==> src/rtl/core/efrc_pkg.sv <==
// Shared types, protocol constants and the CRC-8 byte update for the
// escaped frame receiver. No dependencies.

package efrc_pkg;

    // Framing bytes
    localparam logic [7:0] BYTE_ESC = 8'h50;
    localparam logic [7:0] BYTE_SOF = 8'h55;
    localparam logic [7:0] BYTE_EOF = 8'h5A;

    // Reflected CRC-8 polynomial and minimum good frame size
    localparam logic [7:0] CRC_POLY        = 8'h8C;
    localparam int unsigned MIN_FRAME_BYTES = 4;

    // Result kinds as they appear on the result channel
    typedef enum logic [1:0] {
        KIND_DATA   = 2'd0,
        KIND_ACCEPT = 2'd1,
        KIND_REJECT = 2'd2,
        KIND_ABORT  = 2'd3
    } kind_t;

    // Receiver link mode
    typedef enum logic [1:0] {
        MODE_IDLE  = 2'd0,
        MODE_FRAME = 2'd1,
        MODE_ESC   = 2'd2
    } mode_t;

    // Link state carried from byte to byte (the count is sized per instance)
    typedef struct packed {
        mode_t      mode;
        logic [7:0] crc;
    } link_t;

    // One result item
    typedef struct packed {
        kind_t      kind;
        logic [7:0] payload_byte;
        logic [6:0] frame_length;
    } result_t;

    // Fold one byte into the reflected CRC-8, LSB first
    function automatic logic [7:0] crc_fold(input logic [7:0] crc, input logic [7:0] b);
        logic [7:0] c;
        c = crc ^ b;
        for (int i = 0; i < 8; i++) begin
            if (c[0])
                c = (c >> 1) ^ CRC_POLY;
            else
                c = c >> 1;
        end
        return c;
    endfunction

endpackage

==> src/rtl/core/efrc_rx_if.sv <==
// Receive byte channel: valid/ready handshake with one raw serial byte.
// No dependencies.

interface efrc_rx_if;
    logic       valid;
    logic       ready;
    logic [7:0] rx_byte;

    modport source (output valid, output rx_byte, input ready);
    modport sink   (input valid, input rx_byte, output ready);
endinterface

==> src/rtl/core/efrc_res_if.sv <==
// Result channel: valid/ready handshake carrying kind, payload byte and length.
// No dependencies.

interface efrc_res_if;
    logic       valid;
    logic       ready;
    logic [1:0] kind;
    logic [7:0] payload_byte;
    logic [6:0] frame_length;

    modport source (output valid, output kind, output payload_byte, output frame_length,
                    input ready);
    modport sink   (input valid, input kind, input payload_byte, input frame_length,
                    output ready);
endinterface

==> src/rtl/core/efrc_decode.sv <==
// Per-byte deframing logic: unescape, frame control, CRC update and result build.
// Depends on efrc_pkg.

module efrc_decode import efrc_pkg::*; #(
    parameter int unsigned MAX_FRAME_BYTES = 64,
    parameter int unsigned CNT_W           = 7
) (
    input  logic [7:0]       rx_byte,
    input  link_t            link,
    input  logic [CNT_W-1:0] count,
    output link_t            link_next,
    output logic [CNT_W-1:0] count_next,
    output logic             emit,
    output result_t          result
);

    logic [7:0] data_byte;
    logic       take_data;
    kind_t      kind;
    logic       frame_good;

    assign frame_good = (link.crc == 8'h00) && (count >= CNT_W'(MIN_FRAME_BYTES));

    always_comb
    begin
        link_next  = link;
        count_next = count;
        emit       = 1'b0;
        kind       = KIND_DATA;
        data_byte  = rx_byte;
        take_data  = 1'b0;

        // Decode the byte against the current mode
        unique case (link.mode)
            MODE_ESC:
            begin
                data_byte      = ~rx_byte;
                link_next.mode = MODE_FRAME;
                take_data      = 1'b1;
            end
            MODE_FRAME:
            begin
                priority if (rx_byte == BYTE_ESC)
                begin
                    link_next.mode = MODE_ESC;
                end
                else if (rx_byte == BYTE_SOF)
                begin
                    link_next.mode = MODE_IDLE;
                    emit           = 1'b1;
                    kind           = KIND_ABORT;
                end
                else if (rx_byte == BYTE_EOF)
                begin
                    link_next.mode = MODE_IDLE;
                    emit           = 1'b1;
                    kind           = frame_good ? KIND_ACCEPT : KIND_REJECT;
                end
                else
                begin
                    take_data = 1'b1;
                end
            end
            default:
            begin
                // Idle: only a start byte matters
                if (rx_byte == BYTE_SOF)
                begin
                    link_next.mode = MODE_FRAME;
                    link_next.crc  = 8'h00;
                    count_next     = '0;
                end
            end
        endcase

        // Store a data byte, or abort when the frame is full
        if (take_data)
        begin
            emit = 1'b1;
            if (count >= CNT_W'(MAX_FRAME_BYTES))
            begin
                link_next.mode = MODE_IDLE;
                kind           = KIND_ABORT;
            end
            else
            begin
                count_next    = count + CNT_W'(1);
                link_next.crc = crc_fold(link.crc, data_byte);
                kind          = KIND_DATA;
            end
        end
    end

    // Build the result item
    always_comb
    begin
        result.kind         = kind;
        result.payload_byte = (kind == KIND_DATA) ? data_byte : 8'h00;
        result.frame_length = 7'(count_next);
    end

endmodule

==> src/rtl/core/escaped_frame_receiver_crc8_top.sv <==
// Escaped frame receiver with CRC-8 check, top level.
// Depends on efrc_pkg, efrc_rx_if, efrc_res_if and efrc_decode.
//
// Usage:
//   rx  : sink of raw serial bytes (valid/ready, field rx_byte).
//   res : source of result items (kind, payload_byte, frame_length).
//   A frame opens with 0x55 and closes with 0x5A; 0x50 escapes the next byte,
//   which is taken complemented. Each payload byte is forwarded as kind 0;
//   the stop byte gives kind 1 (CRC residue zero, at least 4 bytes) or kind 2;
//   a start byte inside a frame or a byte beyond MAX_FRAME_BYTES gives kind 3.
//   Bytes outside a frame give no result.
// Timing:
//   A byte is captured in the input register on transfer; once the output
//   register is free or being emptied it goes through decode, and its result
//   is registered there. One byte is taken every cycle while res is not
//   stalled; the link state (mode, CRC, count) loops through the decode logic.
// Reset:
//   rst_n clears both registers' valid bits and returns the link to idle.
// Back-pressure:
//   While res is stalled the result and the input byte are held; rx.ready
//   drops only once both registers are occupied.

module escaped_frame_receiver_crc8_top import efrc_pkg::*; #(
    parameter int unsigned MAX_FRAME_BYTES = 64
) (
    input  logic      clk,
    input  logic      rst_n,
    efrc_rx_if.sink   rx,
    efrc_res_if.source res
);

    localparam int unsigned CNT_W = $clog2(MAX_FRAME_BYTES + 1);

    logic             in_valid_reg;
    logic             in_valid_next;
    logic [7:0]       in_byte_reg;
    link_t            link_reg;
    link_t            link_next;
    logic [CNT_W-1:0] count_reg;
    logic [CNT_W-1:0] count_next;
    logic             out_valid_reg;
    logic             out_valid_next;
    result_t          out_reg;

    logic             advance;
    logic             dec_emit;
    result_t          dec_result;

    // Move the held byte through decode when the result slot is free or being emptied
    assign advance  = in_valid_reg && (!out_valid_reg || res.ready);
    assign rx.ready = !in_valid_reg || advance;

    efrc_decode #(
        .MAX_FRAME_BYTES (MAX_FRAME_BYTES),
        .CNT_W           (CNT_W)
    ) u_decode (
        .rx_byte    (in_byte_reg),
        .link       (link_reg),
        .count      (count_reg),
        .link_next  (link_next),
        .count_next (count_next),
        .emit       (dec_emit),
        .result     (dec_result)
    );

    // Next valid flags for both registers
    always_comb
    begin
        in_valid_next = in_valid_reg;
        if (rx.valid && rx.ready)
            in_valid_next = 1'b1;
        else if (advance)
            in_valid_next = 1'b0;

        out_valid_next = out_valid_reg;
        if (advance)
            out_valid_next = dec_emit;
        else if (res.ready)
            out_valid_next = 1'b0;
    end

    // Hold control state
    always_ff @(posedge clk or negedge rst_n)
    begin
        if (!rst_n)
        begin
            in_valid_reg  <= 1'b0;
            out_valid_reg <= 1'b0;
            link_reg      <= '{mode: MODE_IDLE, crc: 8'h00};
            count_reg     <= '0;
        end
        else
        begin
            in_valid_reg  <= in_valid_next;
            out_valid_reg <= out_valid_next;
            if (advance)
            begin
                link_reg  <= link_next;
                count_reg <= count_next;
            end
        end
    end

    // Capture payload: input byte on transfer, result on emit
    always_ff @(posedge clk)
    begin
        if (rx.valid && rx.ready)
            in_byte_reg <= rx.rx_byte;
        if (advance && dec_emit)
            out_reg <= dec_result;
    end

    assign res.valid        = out_valid_reg;
    assign res.kind         = out_reg.kind;
    assign res.payload_byte = out_reg.payload_byte;
    assign res.frame_length = out_reg.frame_length;

    // A decoded result always lands in the output register
    a_emit_lands: assert property (@(posedge clk) disable iff (!rst_n)
        advance && dec_emit |=> out_valid_reg)
        else $error("decoded result lost");

    // A byte that cannot advance stays put
    a_in_hold: assert property (@(posedge clk) disable iff (!rst_n)
        in_valid_reg && !advance |=> in_valid_reg && $stable(in_byte_reg))
        else $error("held input byte changed");

    // Byte count never passes the frame limit
    a_count_limit: assert property (@(posedge clk) disable iff (!rst_n)
        count_reg <= CNT_W'(MAX_FRAME_BYTES))
        else $error("byte count above frame limit");

    // Only payload results carry a byte
    a_payload_zero: assert property (@(posedge clk) disable iff (!rst_n)
        out_valid_reg && out_reg.kind != KIND_DATA |-> out_reg.payload_byte == 8'h00)
        else $error("non-data result carries a byte");

endmodule

==> src/flat_wrapper.sv <==
// flat-port wrapper written by rule: the top's interface ports become plain ports
module escaped_frame_receiver_crc8_top_flat import efrc_pkg::*;
#(
    parameter int unsigned MAX_FRAME_BYTES = 64
)
  (clk, rst_n, rx_valid, rx_rx_byte, rx_ready, res_valid, res_kind, res_payload_byte, res_frame_length, res_ready);
  efrc_rx_if rx_i ();
  efrc_res_if res_i ();
  input  logic clk;
  input  logic rst_n;
  input wire logic [$bits(rx_i.valid)-1:0] rx_valid;
  input wire logic [$bits(rx_i.rx_byte)-1:0] rx_rx_byte;
  output wire logic [$bits(rx_i.ready)-1:0] rx_ready;
  output wire logic [$bits(res_i.valid)-1:0] res_valid;
  output wire logic [$bits(res_i.kind)-1:0] res_kind;
  output wire logic [$bits(res_i.payload_byte)-1:0] res_payload_byte;
  output wire logic [$bits(res_i.frame_length)-1:0] res_frame_length;
  input wire logic [$bits(res_i.ready)-1:0] res_ready;
  assign rx_i.valid = rx_valid;
  assign rx_i.rx_byte = rx_rx_byte;
  assign rx_ready = rx_i.ready;
  assign res_valid = res_i.valid;
  assign res_kind = res_i.kind;
  assign res_payload_byte = res_i.payload_byte;
  assign res_frame_length = res_i.frame_length;
  assign res_i.ready = res_ready;
  escaped_frame_receiver_crc8_top #(.MAX_FRAME_BYTES(MAX_FRAME_BYTES)) u_core (.clk(clk), .rst_n(rst_n), .rx(rx_i), .res(res_i));
endmodule
==> config.mk <==
export PLATFORM = sky130hd
export DESIGN_NAME = escaped_frame_receiver_crc8_top_flat
export DESIGN_NICKNAME = d
export VERILOG_FILES = /design/src/rtl/core/efrc_pkg.sv /design/src/rtl/core/efrc_rx_if.sv /design/src/rtl/core/efrc_res_if.sv /design/src/rtl/core/efrc_decode.sv /design/src/rtl/core/escaped_frame_receiver_crc8_top.sv /design/src/flat_wrapper.sv
export SDC_FILE = /design/constraint.sdc
export NUM_CORES = 1
export LEC_CHECK = 0
export BUFFER_PORTS_ARGS = -buffer_cell sky130_fd_sc_hd__buf_2
export CAP_MARGIN = 20
export CORE_UTILIZATION = 62
export DETAILED_ROUTE_END_ITERATION = 6
export PLACE_DENSITY = 0.86
export SYNTH_ARGS = -nofsm -noshare
export SYNTH_HDL_FRONTEND = slang
export SYNTH_HIERARCHICAL = 1
export SYNTH_SLANG_ARGS = --single-unit
==> constraint.sdc <==
create_clock -name clk -period 5 [get_ports clk]
set_input_delay 0.25 -clock clk [delete_from_list [all_inputs] [get_ports clk]]
set_output_delay 0.25 -clock clk [all_outputs]
set_load 0.01 [all_outputs]
==> results of run 1 <==
## routing by layer
metal | wire length (µm) | GRT usage, %
met5 | 0 | 0
met2 | 2403 | 40.69
met3 | 216 | 5.208
met4 | 89 | 10.05
met1 | 1921 | 29.30
## cell families (layout without fill, tap and decap cells)
logic type / Yosys count / count (layout) / share of synthesized area [%]
AND/OR/NAND/NOR: 54 / 54 / 11.76
AO/OA/AOI/OAI: 31 / 31 / 8.670
XOR/XNOR: 31 / 31 / 12.61
multiplexers: 19 / 19 / 9.915
flip-flops: 44 / 44 / 48.83
adder cells (fa/ha/maj): 4 / 4 / 1.993
buffers and inverters: 26 / 50 / 6.229
## power by group
| group | switching (mW) | internal [mW] | total (mW) | leakage (nW) |
|---|---|---|---|---|
| Combinational | 0.160 | 0.199 | 0.359 | 0.557 |
| Sequential | 0.0477 | 0.421 | 0.469 | 0.477 |
| Clock | 0.122 | 0.148 | 0.270 | 0.0541 |
## cell usage after synthesis, types with 2 or more instances
master     number
edfxtp_1       25
xnor2_1        22
dfrtp_1        19
nor2_1         14
nand3_1        11
inv_1          10
mux2_4         10
nand2_1        10
buf_4           8
mux2_2          7
o21ai_0         7
o21ai_1         7
xor2_1          6
a21oi_1         4
buf_2           4
ha_1            4
nor4_1          4
o211ai_1        4
and2_1          3
nand2b_1        3
nand4bb_1       3
clkbuf_1        2
mux2i_1         2
o31ai_1         2
## worst max-delay path: stages, from the launching register on
cell	delay [ns]
dfrtp_1	0.43
inv_1	0.08
ha_1	0.65
nor2_1	0.08
nor2_1	0.25
o311ai_4	0.36
nor4_1	0.41
mux2i_1	0.15
mux2_2	0.27
## worst min path at each step
stage	from	endpoint	slack, ns
detailed placement	rst_n	u_core/in_valid_reg$_DFFE_PN0P_	0.23
global route	rx_rx_byte[0]	u_core/in_byte_reg[0]$_DFFE_PP_	0.10
CTS	rx_rx_byte[7]	u_core/in_byte_reg[7]$_DFFE_PP_	0.11
finish	rx_rx_byte[0]	u_core/in_byte_reg[0]$_DFFE_PP_	0.11
global placement	rst_n	u_core/in_valid_reg$_DFFE_PN0P_	0.23
floorplan	rst_n	u_core/count_reg[0]$_DFFE_PN0P_	-0.05
## cell type report
class | count | area share [%]
Timing Repair Buffer | 32 | 6.138
Clock buffer | 5 | 2.519
Inverter | 10 | 1.374
Sequential cell | 44 | 44.89
Tap cell | 48 | 2.199
Multi-Input combinational cell | 139 | 41.32
Clock inverter | 3 | 1.557
## placed cells by master, fill, tap and decap left out, drive strengths merged, types with 2 or more instances in the layout
| cell type | netlist | layout |
|---|---|---|
| a21oi | 4 | 4 |
| and2 | 3 | 3 |
| buf | 14 | 31 |
| clkbuf | 2 | 5 |
| dfrtp | 19 | 19 |
| edfxtp | 25 | 25 |
| ha | 4 | 4 |
| inv | 10 | 10 |
| mux2 | 17 | 17 |
| mux2i | 2 | 2 |
| nand2 | 11 | 11 |
| nand2b | 4 | 4 |
| nand3 | 11 | 11 |
| nand4bb | 3 | 3 |
| nor2 | 14 | 14 |
| nor4 | 4 | 4 |
| o211ai | 4 | 4 |
| o21ai | 14 | 14 |
| o311ai | 2 | 2 |
| o31ai | 2 | 2 |
| xnor2 | 22 | 22 |
| xor2 | 6 | 6 |
| xor3 | 2 | 2 |
## metrics by stage
stage	cells	instance area [µm²]	hold WS (ns)	total power [mW]	utilization, %
after floorplan	209	2511	-0.04559	0.7709	-
after global placement	272	2610	0.2326	0.8128	69.21
after detailed placement	272	2610	0.2294	0.8264	69.21
after CTS	281	2731	0.1075	1.099	72.43
after global routing	281	2731	0.1022	1.143	72.43
final	281	2731	0.1130	1.098	72.43
==> impl_results.md, run 1 <==
- Row cnt: 22
- Worst Skew: 0.009724 ns
- Crit Path Class: register to register
- Area of the multi-input gates: 1129 µm²
- Placer congestion estimate: 0.8282
- CP startpoint kind: register
- DRT Pass-1 Iters: 4
- Largest net degree at the start of global routing: 28
- CTS tree: yes
- IO Pins: 31
- Share of cells above drive strength 1: 26.61%
- EDFF count, synth: 25
- Pwr dens: 401.9 nW/µm²
- Hpwl dp: 3.073 mm
- RSZ-0062 raised after global routing: false
- Starting density of the core: 66.59%
- VDD IR-drop max: 0.3529 mV
- Antenna-violating nets left: 0
- Max Cap Viol: 0
- Hold Crit Class: input port to register
- Yosys warnings: 6
- Clk root buf: clkbuf_8
- Setup Fix Bufs, Post-CTS: 0
- Antenna diode count: 0
- Synth-to-layout area growth: 8.769%
- Hold Fails Final Rpt: 0
- CP startpoint: u_core/link_reg[8]$_DFFE_PN0P_
- Post-Route WL: 4.630 mm
- Outcome: finished clean
- Die X: 65.64 µm
- Gr ovfl total: 0
- Ranking of synthesized cells by area: edfxtp_1, dfrtp_1, xnor2_1, mux2_4, mux2_2
- Sequential area share after synthesis: 48.83%
- WL/cell: 16.48 µm
- Gr usage total: 24.00%
- Leading area contributor after synthesis: edfxtp_1
- Skew-Pair Late Insertion Delay: 0.30 ns
- Achievable Freq: 0.3577 GHz
- Final setup viols: 0
- Cts bufs inserted: 5
- Hold path cells: 1
- Initial antenna violation count: 0
- CP arrival: 2.99 ns
- Drc violations: 0
- Post-Syn Instances: 209
- Avg Cell Area, Syn: 12.02 µm²
- Cts repair resizes: 0
- Pre-CTS setup slack: 2.253 ns
- FF-to-FF Start: u_core/link_reg[8]$_DFFE_PN0P_
- FFs w/ async S/R, synth: 43.18%
- Max Transition Viols Final: 0
- Final worst-path cycle share: 55.91%
- Required time of the worst setup path: 5.19 ns
- Max reg flops: 10
- Via/cell ratio: 5.836
- LEAKAGE: 1.088 nW
- Core Region: 3771 µm²
- Crit path setup slack, layout: 2.205 ns
- Post-synth top area share: 29.90%
- Worst-Margin Slew: 1.018 ns
- Reg clk slew, reported paths: 0.09 ns
- Capture point of the worst reg-to-reg path: u_core/count_reg[5]$_DFFE_PN0P_
- Die area: 4309 µm²
- TritonCTS Sinks: 44
- Routed vias: 1640
- Crit end category: register
- R2r setup slk: 2.20 ns
- Crit path capture: u_core/count_reg[5]$_DFFE_PN0P_
- Max FO, Critical Path: 27
- Synth Net Count: 225
- Synthesized cell area: 2511 µm²
- # fillers: 248
- First-pass GRT wire length: 7.431 mm
- Port Buffers: 30
- H-tree depth: 2
- DIE HEIGHT: 65.64 µm
- Sequential Area: 1226 µm²
- Rel. slew slack: 31.97%
- Main flop type after synthesis: edfxtp_1
- Vias in the first global route: 1583
- R2r worst-path depth: 8
- Period minus WS final: 2.796 ns
- 1st-iter DRT viols: 115
- Netlist cell types: 42
- #FFs+latches synth: 44
- # hold bufs at CTS: 1
- Final setup TNS: 0 ns
- Clock Tree Buf Depth: 2
- Final #Nets: 248
Note: power is estimated with default switching activity, not from simulation.
==> run 2: changes to the inputs <==
--- a/config.mk
+++ b/config.mk
@@ -5,11 +5,12 @@
 export SDC_FILE = /design/constraint.sdc
 export NUM_CORES = 1
 export LEC_CHECK = 0
+export ABC_AREA = 1
 export BUFFER_PORTS_ARGS = -buffer_cell sky130_fd_sc_hd__buf_2
 export CAP_MARGIN = 20
-export CORE_UTILIZATION = 62
+export CORE_UTILIZATION = 53
 export DETAILED_ROUTE_END_ITERATION = 6
-export PLACE_DENSITY = 0.86
+export PLACE_DENSITY = 0.78
 export SYNTH_ARGS = -nofsm -noshare
 export SYNTH_HDL_FRONTEND = slang
 export SYNTH_HIERARCHICAL = 1
==> constraint.sdc (replaced) <==
create_clock -name clk -period 2.25 [get_ports clk]
set_input_delay 0.1125 -clock clk [delete_from_list [all_inputs] [get_ports clk]]
set_output_delay 0.1125 -clock clk [all_outputs]
set_load 0.01 [all_outputs]
==> run 2 against run 1 <==
Area after synthesis increased by 11%; sequential cell count unchanged; sequential share of layout area fell by 6.4 points; worst hold slack got worse by 0.076 ns; setup slack got worse by 2.1 ns; highest routed layer unchanged; critical path depth is 6 higher; clock skew shrank 0.0044 ns; critical path type unchanged; global-route usage is 0.062 points higher; largest cell class is now multi-input combinational cells.
==> impl_results.md, run 2 <==
- Outcome: finished clean (unchanged)
- Worst hold start: rx_valid (was rx_rx_byte[0])
- Hpwl dp: 4.281 mm (was 3.073 mm)
- Rel. slew slack: 70.07% (was 31.97%)
- Starting density of the core: 54.86% (was 66.59%)
- Pre-CTS setup slack: -0.05257 ns (was 2.253 ns)
- Required time of the worst setup path: 2.44 ns (was 5.19 ns)
- WL/cell: 12.74 µm (was 16.48 µm)
- Max FO, Critical Path: 5 (was 27)
- Core Region: 5075 µm² (was 3771 µm²)
- Synth Net Count: 375 (was 225)
- Achievable Freq: 0.4663 GHz (was 0.3577 GHz)
- EDFF count, synth: 25 (unchanged)
- Hold Crit Class: input port to register (unchanged)
- Routed vias: 2506 (was 1640)
- Synth-to-layout area growth: 14.56% (was 8.769%)
- Synthesized cell area: 2784 µm² (was 2511 µm²)
- Largest net degree at the start of global routing: 20 (was 28)
- Final worst-path cycle share: 95.31% (was 55.91%)
- RSZ-0062 raised after global routing: true (was false)
- Netlist cell types: 31 (was 42)
- Pwr dens: 564.6 nW/µm² (was 401.9 nW/µm²)
- Antenna diode count: 0 (unchanged)
- Most common cell in the netlist: nand2_1 (was edfxtp_1)
- Crit Path Class: register to register (unchanged)
- Avg Cell Area, Syn: 7.755 µm² (was 12.02 µm²)
- Main flop type after synthesis: edfxtp_1 (unchanged)
- Most frequent cells in the layout: nand2_1, nand3_1, inv_1 (was buf_2, edfxtp_1, xnor2_1)
- Max reg flops: 10 (unchanged)
- CP startpoint kind: register (unchanged)
- Worst Skew: 0.005323 ns (was 0.009724 ns)
- #FFs+latches synth: 44 (unchanged)
- Placer congestion estimate: 0.9411 (was 0.8282)
- Drc violations: 0 (unchanged)
- Via/cell ratio: 5.309 (was 5.836)
- CP startpoint: u_core/link_reg[8]$_DFFE_PN0P_ (unchanged)
- Most common cell after layout, fill and taps aside: nand2_1 (was buf_2)
- Post-Syn Instances: 359 (was 209)
- Buf/Inv on CP: 3 (was 1)
- # fillers: 468 (was 248)
- Share of cells above drive strength 1: 18.41% (was 26.61%)
- Post-Route WL: 6.014 mm (was 4.630 mm)
- First-pass GRT wire length: 10.07 mm (was 7.431 mm)
- Max Cap Viol: 0 (unchanged)
- FF-to-FF Start: u_core/link_reg[8]$_DFFE_PN0P_ (unchanged)
- Die X: 74.48 µm (was 65.64 µm)
- Period minus WS final: 2.144 ns (was 2.796 ns)
- DIE HEIGHT: 74.48 µm (was 65.64 µm)
- Worst-Margin Slew: 0.4489 ns (was 1.018 ns)
- Hold_ws: 0.03739 ns (was 0.1130 ns)
- Gr ovfl total: 0 (unchanged)
- Ranking of synthesized cells by area: edfxtp_1, nand2_1, dfrtp_1, nand3_1, inv_1 (was edfxtp_1, dfrtp_1, xnor2_1, mux2_4, mux2_2)
- Leading area contributor after synthesis: edfxtp_1 (unchanged)
- Die area: 5547 µm² (was 4309 µm²)
- Gr usage total: 24.06% (was 24.00%)
- Cts bufs inserted: 5 (unchanged)
- R2r worst-path depth: 14 (was 8)
- Final #Nets: 417 (was 248)
- Post-synth top area share: 26.97% (was 29.90%)
- Worst stage delay on the critical path: 0.38 ns (was 0.65 ns)
- Skew-Pair Late Insertion Delay: 0.30 ns (about the same)
- Reg clk slew, reported paths: 0.08 ns (was 0.09 ns)
- 1st-iter DRT viols: 216 (was 115)
- Final Util: 62.85% (was 72.43%)
- FFs w/ async S/R, synth: 43.18% (unchanged)
- Top post-synthesis cells by count: nand2_1, nand3_1, inv_1, edfxtp_1, dfrtp_1 (was edfxtp_1, xnor2_1, dfrtp_1, nor2_1, nand3_1)
- Hold Fails Final Rpt: 0 (unchanged)
- CTS tree: yes (unchanged)
- Hold path cells: 3 (was 1)
- Crit end category: register (unchanged)
- DRT Pass-1 Iters: 5 (was 4)
- Vias in the first global route: 2250 (was 1583)
- VDD IR-drop max: 0.4540 mV (was 0.3529 mV)
- Clock Tree Buf Depth: 2 (unchanged)
- CP dominant cell by count: nand2_2 (was nor2_1)
- Tot Pwr: 1.801 mW (was 1.098 mW)
- Clk root buf: clkbuf_8 (unchanged)
- Yosys warnings: 6 (unchanged)
- LEAKAGE: 1.634 nW (was 1.088 nW)
- Initial antenna violation count: 0 (unchanged)
- IO Pins: 31 (unchanged)
- Crit path depth: 14 (was 8)
- Antenna-violating nets left: 0 (unchanged)
- H-tree depth: 2 (unchanged)
- Sequential area share after synthesis: 44.04% (was 48.83%)
- Crit path cell chain: inv_2, ha_4, buf_4, or2_2, nand2_2, nand2_1, nand2_2, nand3b_1, nand2_2, buf_4, nor2_1, o21ai_0, nand3_1, nand2_1 (was inv_1, ha_1, nor2_1, nor2_1, o311ai_4, nor4_1, mux2i_1, mux2_2)
- TritonCTS Sinks: 44 (unchanged)
- Row cnt: 26 (was 22)
- Final setup viols: 0 (unchanged)
- Max Transition Viols Final: 0 (unchanged)
- Port Buffers: 30 (unchanged)
- Slowest cell on crit path: dfrtp_1 (was ha_1)
- Top delay family on crit path: simple AND/OR/NAND/NOR gates (unchanged)
- CP arrival: 2.34 ns (was 2.99 ns)
- Crit path setup slack, layout: 0.1056 ns (was 2.205 ns)
## run 2: worst paths after layout
kind / end / slack [ns]
worst max-delay path: u_core/link_reg[3]$_DFFE_PN0P_ / 0.11
worst min-delay path: u_core/in_valid_reg$_DFFE_PN0P_ / 0.04
worst max register to register: u_core/link_reg[3]$_DFFE_PN0P_ / 0.11
worst min register to register: u_core/link_reg[8]$_DFFE_PN0P_ / 0.53
max in group asynchronous: u_core/count_reg[4]$_DFFE_PN0P_ / 1.65
min in group asynchronous: u_core/link_reg[1]$_DFFE_PN0P_ / 0.29
## run 2: logic make-up (layout without fill, tap and decap cells)
logic type / count (synthesis) / in the layout / share of synthesized area, %
AOI/OAI and AO/OA: 18 / 18 / 3.415
xor gates and xnor gates: 10 / 10 / 3.686
adders and majority gates: 4 / 4 / 1.798
buffers and inverters: 52 / 95 / 9.438
DFF: 44 / 44 / 44.05
and+or+nand+nor: 231 / 231 / 37.62
## run 2: metal layers
metal	global-route usage, %	vias up	part of all wire [%]
met2	40.94	88	49
met3	4.607	11	5.5
met5	0	-	0
met4	9.434	0	1.7
li1	-	1236	-
met1	30.16	1171	44
## run 2: metrics by stage
step / TNS (ns) / cells / instance area, µm²
4_1_cts: 0 / 468 / 3132
3_5_place_dp: -0.05718 / 451 / 2958
6_report: 0 / 472 / 3189
5_1_grt: -0.04702 / 472 / 3189
2_1_floorplan: 0 / 359 / 2786
3_3_place_gp: 0 / 451 / 2958
## run 2: layout make-up
| class | count | area (µm²) | area share [%] |
|---|---|---|---|
| well taps | 70 | 87.58 | 2.746 |
| inverters | 37 | 146.4 | 4.590 |
| clock inverters | 1 | 5.005 | 0.1569 |
| clock buffers | 7 | 76.32 | 2.393 |
| multi-input cells | 263 | 1325 | 41.55 |
| repair buffers | 50 | 322.8 | 10.12 |
| flip-flops and latches | 44 | 1226 | 38.45 |
## run 2: what timing repair did
item                                   4_1_cts  5_1_grt
setup endpoints to repair                    3       27
endpoints found under the hold margin       27        0
pin swaps                                    0        1
cloned                                       0        0
hold buffers                                 9        0
setup buffers                                0        4
gates resized for setup                      1       10
## run 2: worst reg2reg max path, stage by stage, from the launching register on
cell and delay (ns):
dfrtp_1 0.38, inv_2 0.06, ha_4 0.18, buf_4 0.15, or2_2 0.31, nand2_2 0.08, nand2_1 0.07, nand2_2 0.09
nand3b_1 0.17, nand2_2 0.10, buf_4 0.15, nor2_1 0.07, o21ai_0 0.08, nand3_1 0.08, nand2_1 0.05
## run 2: power breakdown
part | total, mW | switching, mW | internal [mW]
Sequential | 0.927 | 0.0417 | 0.885
Clock | 0.482 | 0.264 | 0.218
Combinational | 0.391 | 0.241 | 0.150
==> run 3: changes to the inputs <==
--- a/config.mk
+++ b/config.mk
@@ -13,5 +13,4 @@
 export PLACE_DENSITY = 0.78
 export SYNTH_ARGS = -nofsm -noshare
 export SYNTH_HDL_FRONTEND = slang
-export SYNTH_HIERARCHICAL = 1
 export SYNTH_SLANG_ARGS = --single-unit
==> run 3 against run 2 <==
Clock power rose by 14%; setup slack improved by 0.041 ns; fmax is 1.9% higher; highest routed layer unchanged; critical path depth down 3; cell count down 1.9%; power up 9.5%; routed wire length grew 1.2%.
==> impl_results.md, run 3 <==
- Outcome: finished clean (unchanged)
- Worst-Margin Slew: 0.5160 ns (was 0.4489 ns)
- Met1 usage: 32.42% (was 30.16%)
- Sequential Power Share: 48.1% (was 51.5%)
- Die X: 73.51 µm (was 74.48 µm)
- Max Cap Viol: 0 (unchanged)
- Avg Cell Area, Syn: 7.765 µm² (was 7.755 µm²)
- Row cnt: 25 (was 26)
- Pre-CTS setup slack: 0.1225 ns (was -0.05257 ns)
- Hold_ws: 0.02672 ns (was 0.03739 ns)
- Vias in the first global route: 2258 (was 2250)
- CTS tree: yes (unchanged)
- Most common cell after layout, fill and taps aside: nand2_1 (unchanged)
- 1st-iter DRT viols: 194 (was 216)
- Required time of the worst setup path: 2.30 ns (was 2.44 ns)
- H-tree depth: 2 (unchanged)
- Antenna diode count: 0 (unchanged)
- Synth Net Count: 365 (was 375)
- Share of cells above drive strength 1: 18.69% (was 18.41%)
- Hold Fails Final Rpt: 0 (unchanged)
- Crit path setup slack, layout: 0.1461 ns (was 0.1056 ns)
- VDD IR-drop max: 0.3633 mV (was 0.4540 mV)
- Final #Nets: 411 (was 417)
- Synthesized cell area: 2710 µm² (was 2784 µm²)
- Die area: 5404 µm² (was 5547 µm²)
- Gr usage total: 24.48% (was 24.06%)
- Psw: 623.7 µW (was 547.0 µW)
- Initial antenna violation count: 0 (unchanged)
- Most frequent cells in the layout: nand2_1, nand3_1, inv_1 (unchanged)
- Drc violations: 0 (unchanged)
- Leading area contributor after synthesis: edfxtp_1 (unchanged)
- Final setup TNS: 0 ns (unchanged)
- Port Buffers: 30 (unchanged)
- Sequential area share after synthesis: 45.24% (was 44.04%)
- Netlist cell types: 34 (was 31)
- Switching share of power: 31.62% (was 30.38%)
- Placer congestion estimate: 0.8903 (was 0.9411)
- Max reg flops: 10 (unchanged)
- WL/cell: 13.14 µm (was 12.74 µm)
- Final worst-path cycle share: 93.51% (was 95.31%)
- Worst Skew: 0.01012 ns (was 0.005323 ns)
- Met2 GRT Util: 39.14% (was 40.94%)
- Post-Syn Instances: 349 (was 359)
- Largest net degree at the start of global routing: 22 (was 20)
- Synth-to-layout area growth: 17.13% (was 14.56%)
- Cts bufs inserted: 5 (unchanged)
- Logic pwr share: 24.1% (was 21.7%)
- CP arrival: 2.16 ns (was 2.34 ns)
- Worst stage delay on the critical path: 0.50 ns (was 0.38 ns)
- Main flop type after synthesis: edfxtp_1 (unchanged)
- Starting density of the core: 56.26% (was 54.86%)
- Core Region: 4817 µm² (was 5075 µm²)
- Crit end category: register (unchanged)
- Gr ovfl total: 0 (unchanged)
- Hold Crit Class: input port to register (unchanged)
- LEAKAGE: 1.629 nW (was 1.634 nW)
- Setup Fix Bufs, Post-CTS: 0 (unchanged)
- Crit path cell chain: nor3_2, nand2_2, nand2_1, inv_2, nand3_2, nand2_1, nand2_2, inv_4, o21ai_1, inv_1, buf_4 (was inv_2, ha_4, buf_4, or2_2, nand2_2, nand2_1, nand2_2, nand3b_1, nand2_2, buf_4, nor2_1, o21ai_0, nand3_1, nand2_1)
- Max Transition Viols Final: 0 (unchanged)
- RSZ-0062 raised after global routing: false (was true)
- Routed vias: 2450 (was 2506)
- Clock Tree Buf Depth: 2 (unchanged)
- Via/cell ratio: 5.292 (was 5.309)
- CP startpoint kind: register (unchanged)
- Met3 usage: 4.801% (was 4.607%)
- Busiest grt layer: met2 (unchanged)
- Slowest cell on crit path: edfxtp_1 (was dfrtp_1)
- Final setup viols: 0 (unchanged)
- Yosys warnings: 0 (was 6)
- Ranking of synthesized cells by area: edfxtp_1, nand2_1, dfrtp_1, nand3_1, inv_1 (unchanged)
- EDFF count, synth: 25 (unchanged)
- TritonCTS Sinks: 44 (unchanged)
- Max FO, Critical Path: 9 (was 5)
- FFs w/ async S/R, synth: 43.18% (unchanged)
- DIE HEIGHT: 73.51 µm (was 74.48 µm)
- Hpwl dp: 4.367 mm (was 4.281 mm)
- Rel. slew slack: 65.16% (was 70.07%)
- Reg clk slew, reported paths: 0.08 ns (about the same)
- Most common cell in the netlist: nand2_1 (unchanged)
- Post-Route WL: 6.084 mm (was 6.014 mm)
- Pwr dens: 621.4 nW/µm² (was 564.6 nW/µm²)
- Post-synth top area share: 27.70% (was 26.97%)
- Clock power frac: 27.8% (was 26.8%)
- Final Util: 65.90% (was 62.85%)
- Period minus WS final: 2.104 ns (was 2.144 ns)
- Internal power: 1.349 mW (was 1.253 mW)
- Top post-synthesis cells by count: nand2_1, nand3_1, inv_1, edfxtp_1, dfrtp_1 (unchanged)
- Crit Path Class: register to register (unchanged)
- Clk root buf: clkbuf_8 (unchanged)
- Skew-Pair Late Insertion Delay: 0.30 ns (about the same)
- DRT Pass-1 Iters: 4 (was 5)
- First-pass GRT wire length: 9.942 mm (was 10.07 mm)
- IO Pins: 31 (unchanged)
- #FFs+latches synth: 44 (unchanged)
- Achievable Freq: 0.4753 GHz (was 0.4663 GHz)
- Antenna-violating nets left: 0 (unchanged)
==> run 3: layout make-up <==
type / count / area [µm²]
Fill cell: 396 / 1643
Multi-Input combinational cell: 252 / 1286
Sequential cell: 44 / 1226
Timing Repair Buffer: 46 / 300.3
Inverter: 46 / 177.7
Clock buffer: 8 / 100.1
Tap cell: 67 / 83.83
==> run 3: critical path, delay by kind of cell (launching register included) <==
kind                   cells  cell delay, ns
and+or+nand+nor            6            0.81
DFF                        1            0.50
buffers and inverters      4            0.39
AOI/OAI and AO/OA          1            0.16
==> run 3: cells by family after synthesis <==
group	share of synthesized area, %
flops	45.24
buf+inv	8.172
compound gates	7.110
xor+xnor	4.386
fa+ha+maj	1.847
simple gates	32.87
mux	0.3694
==> run 3: timing repair <==
action	in CTS	in global routing
endpoints found under the setup margin	0	4
hold buffers	9	0
resized for setup	0	6
endpoints found under the hold margin	27	0
==> run 3: path summary, 6_finish.rpt <==
path                       depth (start not counted)                              end                             from  slack (ns)
max in group asynchronous                          2   u_core.link_reg[9]$_DFFE_PN0P_                            rst_n        1.64
min reg2reg                                        2  u_core.count_reg[1]$_DFFE_PN0P_  u_core.count_reg[1]$_DFFE_PN0P_        0.55
max reg2reg                                       11     u_core.res.kind[1]$_DFFE_PP_  u_core.in_byte_reg[5]$_DFFE_PP_        0.15
min                                                3  u_core.in_valid_reg$_DFFE_PN0P_                         rx_valid        0.03
min in group asynchronous                          2   u_core.link_reg[7]$_DFFE_PN0P_                            rst_n        0.28
max                                               11     u_core.res.kind[1]$_DFFE_PP_  u_core.in_byte_reg[5]$_DFFE_PP_        0.15
==> run 3: power groups by stage <==
stage / Combinational (mW) / Clock [mW] / Sequential [mW]
3_5_place_dp: 0.446 / 0 / 0.963
6_report: 0.475 / 0.548 / 0.949
4_1_cts: 0.464 / 0.557 / 0.946
3_3_place_gp: 0.430 / 0 / 0.962
5_1_grt: 0.539 / 0.587 / 0.955
2_1_floorplan: 0.354 / 0 / 0.949
==> run 3: metal layers <==
metal | part of all wire (%) | vias to the layer above
met3 | 6.4 | 20
met4 | 2.4 | 0
met5 | 0 | -
met1 | 44 | 1115
li1 | - | 1214
met2 | 47 | 101
==> run 3: through the flow <==
stage | instance area, µm² | power (mW) | instances
after floorplan | 2710 | 1.303 | 349
after global placement | 2950 | 1.392 | 446
after detailed placement | 2950 | 1.408 | 446
after CTS | 3141 | 1.966 | 463
after global routing | 3174 | 2.081 | 463
final | 3174 | 1.972 | 463
